<file path="src/hdl/fdcr_pkg.sv">
// ----------------------------------------------------------------------------
// fdcr_pkg
// Shared types and constants of the floppy controller register core.
// ----------------------------------------------------------------------------
package fdcr_pkg;

   localparam int TRACKS            = 77;
   localparam int SECTORS_PER_TRACK = 26;
   localparam int SECTOR_BYTES      = 128;
   localparam int DRIVES            = 4;

   localparam int TRACK_BYTES = SECTORS_PER_TRACK * SECTOR_BYTES;
   localparam int DRIVE_BYTES = TRACKS * TRACK_BYTES;
   localparam int MEDIA_BYTES = DRIVES * DRIVE_BYTES;
   localparam int MEDIA_AW    = $clog2(MEDIA_BYTES);
   localparam int LANE_W      = 4;
   localparam int LANES       = 1 << LANE_W;
   localparam int MEDIA_ROWS  = (MEDIA_BYTES + LANES - 1) / LANES;
   localparam int ROW_W       = MEDIA_AW - LANE_W;
   localparam int BUF_DEPTH   = 128;
   localparam int BUF_AW      = $clog2(BUF_DEPTH);
   localparam int FPTR_W      = 12;
   localparam int CAP_W       = FPTR_W + 1;
   localparam int Q_DEPTH     = 2;
   localparam int Q_AW        = $clog2(Q_DEPTH);
   localparam int RADR_BYTES  = 6;

   // board status bits
   localparam logic [7:0] B_INT = 8'h02;
   localparam logic [7:0] B_IN  = 8'h04;
   localparam logic [7:0] B_OUT = 8'h08;

   // controller status bits
   localparam logic [7:0] S_TRK0 = 8'h04;
   localparam logic [7:0] S_CMD  = 8'h08;
   localparam logic [7:0] S_RNF  = 8'h10;
   localparam logic [7:0] S_WP   = 8'h40;
   localparam logic [7:0] S_NR   = 8'h80;

   // command codes, upper nibble
   localparam logic [3:0] CMD_RESTORE      = 4'h0;
   localparam logic [3:0] CMD_SEEK         = 4'h1;
   localparam logic [3:0] CMD_STEP         = 4'h2;
   localparam logic [3:0] CMD_STEP_UPD     = 4'h3;
   localparam logic [3:0] CMD_STEP_IN      = 4'h4;
   localparam logic [3:0] CMD_STEP_IN_UPD  = 4'h5;
   localparam logic [3:0] CMD_STEP_OUT     = 4'h6;
   localparam logic [3:0] CMD_STEP_OUT_UPD = 4'h7;
   localparam logic [3:0] CMD_READ         = 4'h8;
   localparam logic [3:0] CMD_READ_MULTI   = 4'h9;
   localparam logic [3:0] CMD_WRITE        = 4'ha;
   localparam logic [3:0] CMD_WRITE_MULTI  = 4'hb;
   localparam logic [3:0] CMD_GROUP_C      = 4'hc;
   localparam logic [3:0] CMD_FORCE_INT    = 4'hd;
   localparam logic [3:0] CMD_READ_TRACK   = 4'he;
   localparam logic [3:0] CMD_FORMAT       = 4'hf;
   localparam logic [7:0] CMD_READ_ADDR    = 8'hc4;

   localparam logic [7:0] MARK_DATA = 8'hfb;
   localparam logic [7:0] MARK_END  = 8'hf7;

   // bus ports
   localparam logic [2:0] PORT_BSTAT  = 3'd0;
   localparam logic [2:0] PORT_BCTL   = 3'd1;
   localparam logic [2:0] PORT_STATUS = 3'd2;
   localparam logic [2:0] PORT_TRACK  = 3'd3;
   localparam logic [2:0] PORT_SECTOR = 3'd4;
   localparam logic [2:0] PORT_DATA   = 3'd5;

   localparam logic CSR_DRIVE_PRESENT = 1'b0;
   localparam logic CSR_WRITE_PROTECT = 1'b1;

   typedef struct packed {
      logic       kind;
      logic [2:0] port;
      logic [7:0] wdata;
   } req_type;

   typedef struct packed {
      logic [7:0] rdata;
      logic       irq_pending;
      logic [1:0] data_request;
   } rsp_type;

   typedef struct packed {
      logic [3:0] drive_present;
      logic [3:0] write_protect;
   } cfg_type;

   typedef enum logic [3:0] {
      OP_NOP, OP_RD_BSTAT, OP_RD_BCTL, OP_RD_STATUS, OP_RD_TRACK, OP_RD_SECTOR,
      OP_RD_DATA, OP_WR_BCTL, OP_WR_CMD, OP_WR_TRACK, OP_WR_SECTOR, OP_WR_DATA
   } op_type;

   typedef struct packed {
      op_type     op;
      logic [7:0] wdata;
   } item_type;

   typedef enum logic [2:0] {M_IDLE, M_READ, M_WRITE, M_RADR, M_FMT} mode_type;

   typedef enum logic [1:0] {BK_CLEAR, BK_RUN, BK_MEDRD, BK_COMMIT} bk_state_type;

endpackage

</file>
<file path="src/hdl/fdcr_front.sv">
// ----------------------------------------------------------------------------
// fdcr_front
// Accepts bus beats, decodes them into operations and queues them.
// ----------------------------------------------------------------------------
module fdcr_front (
   input  logic               clock,
   input  logic               reset,
   input  logic               req_valid,
   output logic               req_ready,
   input  fdcr_pkg::req_type  req_data,
   input  logic               clear_busy,
   output logic               head_valid,
   output fdcr_pkg::item_type head,
   input  logic               pop
);
   import fdcr_pkg::*;

   item_type         q_ff [Q_DEPTH];
   logic [Q_AW-1:0]  wp_ff, rp_ff;
   logic [Q_AW:0]    cnt_ff;
   item_type         dec;
   logic             push;

   always_comb begin
      dec.wdata = req_data.wdata;
      dec.op    = OP_NOP;
      if (req_data.kind) begin
         case (req_data.port)
            PORT_BCTL:   dec.op = OP_WR_BCTL;
            PORT_STATUS: dec.op = OP_WR_CMD;
            PORT_TRACK:  dec.op = OP_WR_TRACK;
            PORT_SECTOR: dec.op = OP_WR_SECTOR;
            PORT_DATA:   dec.op = OP_WR_DATA;
            default:     dec.op = OP_NOP;
         endcase
      end else begin
         case (req_data.port)
            PORT_BSTAT:  dec.op = OP_RD_BSTAT;
            PORT_BCTL:   dec.op = OP_RD_BCTL;
            PORT_STATUS: dec.op = OP_RD_STATUS;
            PORT_TRACK:  dec.op = OP_RD_TRACK;
            PORT_SECTOR: dec.op = OP_RD_SECTOR;
            PORT_DATA:   dec.op = OP_RD_DATA;
            default:     dec.op = OP_NOP;
         endcase
      end
   end

   assign req_ready  = !clear_busy && (cnt_ff != (Q_AW+1)'(Q_DEPTH));
   assign push       = req_valid && req_ready;
   assign head_valid = (cnt_ff != '0);
   assign head       = q_ff[rp_ff];

   always_ff @(posedge clock) begin
      if (push) begin
         q_ff[wp_ff] <= dec;
      end
   end

   always_ff @(posedge clock) begin
      if (reset) begin
         wp_ff  <= '0;
         rp_ff  <= '0;
         cnt_ff <= '0;
      end else begin
         if (push) begin
            wp_ff <= Q_AW'(wp_ff + 1'b1);
         end
         if (pop) begin
            rp_ff <= Q_AW'(rp_ff + 1'b1);
         end
         if (push && !pop) begin
            cnt_ff <= cnt_ff + 1'b1;
         end else if (pop && !push) begin
            cnt_ff <= cnt_ff - 1'b1;
         end
      end
   end

endmodule

</file>
<file path="config.mk">
export PLATFORM = sky130hd
export DESIGN_NAME = fdcr_front
export DESIGN_NICKNAME = d
export VERILOG_FILES = /design/src/hdl/fdcr_pkg.sv /design/src/hdl/fdcr_front.sv
export SDC_FILE = /design/constraint.sdc
export NUM_CORES = 1
export LEC_CHECK = 0
export ABC_AREA = 1
export BUFFER_PORTS_ARGS = -buffer_cell sky130_fd_sc_hd__buf_4
export CORE_UTILIZATION = 40
export CTS_CLUSTER_DIAMETER = 100
export DETAILED_ROUTE_END_ITERATION = 10
export PLACE_DENSITY_LB_ADDON = 0.08
export SYNTH_ARGS = -nofsm -noshare
export SYNTH_HDL_FRONTEND = slang
export SYNTH_SLANG_ARGS = --single-unit
</file>
<file path="constraint.sdc">
create_clock -name clock -period 3.6 [get_ports clock]
set_input_delay 0.36 -clock clock [delete_from_list [all_inputs] [get_ports clock]]
set_output_delay 0.36 -clock clock [all_outputs]
set_load 0.02 [all_outputs]
</file>
# Word level (Yosys, flattened, before mapping)
# Memories as Yosys holds them, arrays and structs flattened. A register that Yosys moved wholly into a read port is not among the register bits.
# Cells that the tools add are included.
# op_classes
mux	9
n_div	0
magnitude_cmp	0
eq_ne	6
addsub	4
n_shift	0
n_mul	0
reduce_logical	10
bitwise	0
# op_table
cell	count
4-bit case mux with 5 select lines	1
3-bit case mux with 6 select lines	1
3-bit by 2-bit == test with 1-bit output, second input constant	2
3-bit == test, second input constant	2
1-bit logical AND	4
1-bit two-way mux	4
2-bit two-way mux	2
4-bit two-way mux	1
2-bit nonzero test	2
3-bit by 1-bit == test with 1-bit output, second input constant	1
1-bit logical NOT	3
3-bit logical NOT	1
1-bit adder, second input constant	2
2-bit by 1-bit adder with 2-bit output, second input constant	1
2-bit inequality test, second input constant	1
2-bit by 1-bit subtractor with 2-bit output, second input constant	1
# totals
inputBits	17
mem_count	1
out_inout_bits	14
latchBits	0
ramBits	24
register_bits	4
romBits	0
# memory_table
memory	words	word_bits	read_ports	rd_ports_with_merged_regs	write_ports	line	source
q_ff	2	12	1	1	1	fdcr_front.sv:18	item_type q_ff [Q_DEPTH];

# Longest topological paths before layout
# Gate-level depths: netlist (run 1).
# logic_depth
ltp_word	7
depth_mapped	11
mapped_depth_nobuf	11

# Least setup slack after synthesis (run 1)
# OpenSTA, ideal clock, no wires.
# synth_timing
kind	register to register
start	reg cnt_ff[0]
end	mem q_ff[0][0] (netlist name) (enable)
t_required_ps	3220
path_stages_with_launch	5
slack_ps	2130
arrival_time_ps	1090
setup_time_ps	380
period_less_slack_ps	1470
cell_sequence	dfxtp_1 inv_2 nand2_2 nand3_2 nor2_1
# synth_via
elab_chain_cells	5
# synth_lines
element	line	source
from (decl)	fdcr_front.sv:20	logic [Q_AW:0] cnt_ff;
from (signal assigned)	fdcr_front.sv:73	cnt_ff <= cnt_ff + 1'b1;
from (signal assigned)	fdcr_front.sv:75	cnt_ff <= cnt_ff - 1'b1;
2-bit inequality test	fdcr_front.sv:49	assign req_ready = !clear_busy && (cnt_ff != (Q_AW+1)'(Q_DEPTH));
1-bit logical AND	fdcr_front.sv:49	
1-bit logical AND	fdcr_front.sv:50	assign push = req_valid && req_ready;
1-bit two-way mux	fdcr_front.sv:55	if (push) begin
1-bit two-way mux (not written as such)	fdcr_front.sv:56	q_ff[wp_ff] <= dec;
to (decl)	fdcr_front.sv:18	
# Every way passes these cells.

==> results.ini, run 1 <==
[status]
outcome = finished with violations
failed_checks = design-rule violations

[setup_path]
reg2reg_from = cnt_ff[0]
worstPathArrival_ns = 1.69
critPathLaunchType = register
critPathTopFamily = flip-flops
cp_cell_sequence = mux2_2 > buf_4
crit_buf_inv = 1
cp_num_cells = 2
critPathSlowestCell = dfxtp_1
path_class = reg -> out
cp-end-kind = output port
crit_path_max_incr_delay_ns = 0.79
crit_fanout = 12
reg2regPathDepth = 4
worstPathRequired_ns = 3.24

[cts]
clock-sinks = 29
tritoncts = done
path_clk_slew_ns = 0.09
clk_path_buf_depth = 2
insertion_delay_ns = 0.31
post_cts_buffers = 0
htree_levels = 2
root_buffer = clkbuf_4
ctsResizeCount = 0
cts_hold_buf = 0
cts-buffers-inserted = 5

[finish]
num-fill-cells = 269
diodes = 0
nets = 145
seq_area_um2 = 821
layout-drive-gt1-share_pct = 42.2
fin_util_pct = 54.2
multi_input_area_um2 = 353
syn_to_final_growth_pct = 24.5

[sta]
rsz0062_at_grt = false
slew_headroom_pct = 37.6
tns_ns = 0
min_period_over_period_pct = 56.8
finalCriticalPeriod_ns = 2.05
skew_ns = 0.00499
finalSetupViolCount = 0
hold_violations = 0
worstMarginPinSlew_ns = 0.933
timing.fmax_ghz = 0.489
final_max_slew_viol_count = 0

[synth]
synthAdderAreaFrac_pct = 1.01
synth_area_um2 = 1240
yosys.area_share.xor_xnor_pct = 0.706
synth_area_leader_cell = edfxtp_1
synth_edf_count = 24
synth_commonest_cells = edfxtp_1 (24), inv_1 (14), mux2_4 (10), nand2_1 (10), dfxtp_1 (5)
synth_seq_cells = 29
yosysMostFrequentCell = edfxtp_1
synth_top_cell_area_share_pct = 58.1
ys.flop_type = edfxtp_1
synth_nets = 109
synth_compound_area_share_pct = 3.93
synth_mux_area_share_pct = 13.9
synth_top_family_by_area = multiplexers
yosysWarnings = 0
synthCells = 91
ys_async_sr_fraction_pct = 0
synthTopCellsByArea = edfxtp_1 (58%), mux2_4 (12%), dfxtp_1 (8.1%)
syn_avg_cell_area_um2 = 13.6
synth_cell_types = 20
seq_area_frac_synth_pct = 66.1
synthSimpleGateAreaFrac_pct = 8.87

[power_and_ir_drop]
p_leak_nw = 0.673
vdd_drop_max_v = 0.000201
sequentialPowerShare_pct = 56.7
power_frac_comb_pct = 17.7
swShare_pct = 25.6
power_switching_mw = 0.179
p_int_mw = 0.520
p_clk_share_pct = 25.5
p_per_area_nw_per_um2 = 453

[placed_design]
gp_congestion = 0.684
dp_hpwl_mm = 1.34
port_buffers = 30

[route]
drcViolationCount = 3
dr.pass1.iters = 7
ant_nets = 0
wl_per_cell_um = 11.8
vias_per_cell = 4.77
first_iter_violations = 28
num_vias = 758
routed_wl_mm = 1.88

[flow_run]
cap_viol_max_count = 0

[worst_hold_path]
hp-class = in -> reg
worstHoldStart = reset
hold_depth = 2

[floorplan]
design.core.area_um2 = 2850
row_count = 19
start_util_pct = 43.5
dieHeight_um = 57.7
dieArea_um2 = 3330
die_x_um = 57.7
ioPinCount = 31

[global_route]
grt_max_degree = 13
grt_pass1_vias = 707
grt_antenna_before_repair = 0
grt.total_usage_pct = 12.6
overflow = 0
grt_pass1_wl_mm = 2.99

## power groups by stage
| stage | clock network, mW | logic [mW] | registers [mW] |
|---|---|---|---|
| 2_1_floorplan | 0 | 0.0845 | 0.397 |
| 3_3_place_gp | 0 | 0.123 | 0.404 |
| 3_5_place_dp | 0 | 0.126 | 0.405 |
| 4_1_cts | 0.190 | 0.126 | 0.398 |
| 5_1_grt | 0.202 | 0.135 | 0.400 |
| 6_report | 0.179 | 0.124 | 0.397 |
## worst register-to-register path, delay by kind of cell (launching register included)
family                 cells  cell delay (ns)
AND/OR/NAND/NOR            3             0.85
buffers and inverters      1             0.08
flip-flops                 1             0.40
## cell type report
cell class / count / area share [%]
clock buffer: 6 / 2.67
tap: 31 / 2.51
timing repair buffer: 30 / 14.6
sequential: 29 / 53.1
inverter: 15 / 3.64
clock inverter: 2 / 0.648
multi-input combinational: 46 / 22.8
## cells in the final DEF, fill, tap and decap left out, types with 3 or more instances in the layout
| cell | synthesis | final |
|---|---|---|
| a21oi_1 | 4 | 4 |
| buf_4 | 0 | 30 |
| clkbuf_4 | 0 | 5 |
| dfxtp_1 | 5 | 5 |
| edfxtp_1 | 24 | 24 |
| inv_1 | 14 | 14 |
| mux2_4 | 10 | 10 |
| nand2_1 | 10 | 10 |
| nand4_1 | 3 | 3 |
| nor2_1 | 4 | 4 |
| o21ai_0 | 3 | 3 |
## cells by family (layout without fill, tap and decap cells)
| kind of cell | after synthesis | after routing |
|---|---|---|
| AOI/OAI and AO/OA | 9 | 9 |
| buffers and inverters | 16 | 53 |
| muxes | 12 | 12 |
| adders and majority gates | 1 | 1 |
| DFF | 29 | 29 |
| xor gates and xnor gates | 1 | 1 |
| and+or+nand+nor | 23 | 23 |
## routing by layer
metal / vias up / global-route usage, % / share of wire [%]
met2: 26 / 19.8 / 48
met5: - / 0 / 0
met4: 0 / 9.18 / 1.6
li1: 391 / - / -
met3: 4 / 4.02 / 6.1
met1: 337 / 14.7 / 44
## metrics by stage
step	cell area (um2)	setup slack, ns	std cells	total power [mW]	hold slack (ns)
after global placement	1490	1.83	151	0.528	0.469
after floorplan	1240	2.13	91	0.482	0.427
after detailed placement	1490	1.84	151	0.531	0.515
after CTS	1550	1.48	159	0.714	0.194
final	1550	1.55	159	0.700	0.215
after global routing	1550	1.46	159	0.737	0.205
## registers in the layout (all words and copies together) (netlist names), named ones only
name / cells
rp_ff: 1
cnt_ff: 2
q_ff: 24
wp_ff: 1
## final timing paths
path / endpoint / slack, ns
setup / recovery: head[0] / 1.55
hold / removal: wp_ff / 0.22
setup reg to reg: q_ff[0][4] / 1.89
hold reg to reg: cnt_ff[0] / 0.52
Note: power is estimated with default switching activity, not from simulation.
==> inputs of run 2 (changes only) <==
==> constraint.sdc (replaced) <==
create_clock -name clock -period 1.8 [get_ports clock]
set_input_delay 0.18 -clock clock [delete_from_list [all_inputs] [get_ports clock]]
set_output_delay 0.18 -clock clock [all_outputs]
set_load 0.02 [all_outputs]
==> run 2 against run 1 <==
  * The flow still finishes with violations (design-rule violations)
  * Combinational power increased by 120%
  * Global-route usage up 1.2 points
  * Non-clock buffer count increased by 2
  * Utilization up 0.44 points
  * Power increased by 100%
  * Largest cell class unchanged
  * Hold slack got worse by 0.19 ns
  * Highest routed layer unchanged
==> results.ini, run 2 (synthesized netlist as in run 1, its figures left out) <==
[status]
outcome = finished with violations
failed_checks = design-rule violations

[setup_path]
cp-end-kind = output port
worstPathRequired_ns = 1.62
critPathLaunchType = register
reg2reg_from = cnt_ff[0]
r2r_slack_ns = 0.43
crit_fanout = 12
reg2reg_to = q_ff[1][4]
path_class = reg -> out
reg2regPathDepth = 4
worstPathArrival_ns = 1.38

[finish]
reg.largest.list = q_ff: 24 flops, cnt_ff: 2 flops
syn_to_final_growth_pct = 25.5
finish.instance_area_um2 = 1560
num-fill-cells = 261
nets = 147
largest_register = q_ff
final_cell_mix = buf_4 (32), edfxtp_1 (24), inv_1 (14)
largest_register_ffs = 24
fin_util_pct = 54.6
diodes = 0
final_common_cell = buf_4
seq_area_um2 = 821
fin_cells = 161
layout-drive-gt1-share_pct = 41.5
multi_input_area_um2 = 353

[worst_hold_path]
hold_end = q_ff[0][7]
hold_depth = 1
hp-class = in -> reg
worstHoldStart = req_data[7]

[sta]
layout_setup_ws_ns = 0.238
timing.fmax_ghz = 0.640
finalSetupViolCount = 0
hold_violations = 0
tns_ns = 0
finalCriticalPeriod_ns = 1.56
min_period_over_period_pct = 86.8
holdWs_ns = 0.0294
final_max_slew_viol_count = 0
rsz0062_at_grt = false
skew_ns = 0.00948
slew_headroom_pct = 68.5
worstMarginPinSlew_ns = 0.472

[cts]
cts-buffers-inserted = 5
ctsResizeCount = 0
clock-sinks = 29
htree_levels = 2
clk_path_buf_depth = 2
cts_hold_buf = 0
root_buffer = clkbuf_4
tritoncts = done
post_cts_buffers = 0
insertion_delay_ns = 0.33
path_clk_slew_ns = 0.09

[power_and_ir_drop]
p_leak_nw = 0.678
p_total_mw = 1.40
p_per_area_nw_per_um2 = 901
vdd_drop_max_v = 0.000503

[global_route]
grt_max_degree = 13
grt_pass1_vias = 735
grt_antenna_before_repair = 0
overflow = 0
grt.total_usage_pct = 13.9
grt_pass1_wl_mm = 3.20

[route]
wl_per_cell_um = 12.2
first_iter_violations = 23
dr.pass1.iters = 7
vias_per_cell = 4.88
num_vias = 786
drcViolationCount = 3
ant_nets = 0
routed_wl_mm = 1.97

[floorplan]
design.core.area_um2 = 2850
row_count = 19
die_x_um = 57.7
start_util_pct = 43.5
ioPinCount = 31
dieHeight_um = 57.7
dieArea_um2 = 3330

[flow_run]
cap_viol_max_count = 0

[placed_design]
dp_hpwl_mm = 1.41
post-place-ws_ns = 0.415
port_buffers = 30
gp_congestion = 0.705
place_area_um2 = 1510
post-place-cells = 153

## run 2: cell count changes in the layout (fill, tap and decap cells not counted), sizes merged
cell    before  now
buf         30   32
clkinv       2    1
clkbuf       6    7
## run 2: how the worst max path moves through the flow
stage | cells after the start | slack, ns | end
detailed placement | 4 | 0.42 | q_ff[1][4]
global route | 3 | 0.16 | head[0]
floorplan | 4 | 0.33 | q_ff[0][0]
finish | 3 | 0.24 | head[0]
global placement | 4 | 0.48 | q_ff[1][4]
CTS | 3 | 0.21 | head[0]
## run 2: final cells by class
class / count / share of cell area [%]
Inverter: 15 / 3.61
Timing Repair Buffer: 32 / 15.4
Multi-Input combinational cell: 46 / 22.7
Clock buffer: 7 / 2.89
Sequential cell: 29 / 52.7
Tap cell: 31 / 2.49
Clock inverter: 1 / 0.241
## run 2: report_power, final
part | internal [mW] | total (mW) | leakage, nW | switching (mW)
Combinational | 0.131 | 0.267 | 0.389 | 0.137
Clock | 0.150 | 0.356 | 0.0269 | 0.206
Sequential | 0.765 | 0.781 | 0.262 | 0.0155
## run 2: routing by layer
metal,vias up,GRT usage [%],part of all wire (%)
met5,-,0,0
met4,0,8.16,2.6
met3,7,7.59,7.1
met2,25,21.8,50
met1,362,14.7,40
li1,392,-,-
## run 2: critical path, stage by stage (launching register included)
cell and delay (ns):
dfxtp_1 0.31, buf_4 0.23, mux2_2 0.36, buf_4 0.16
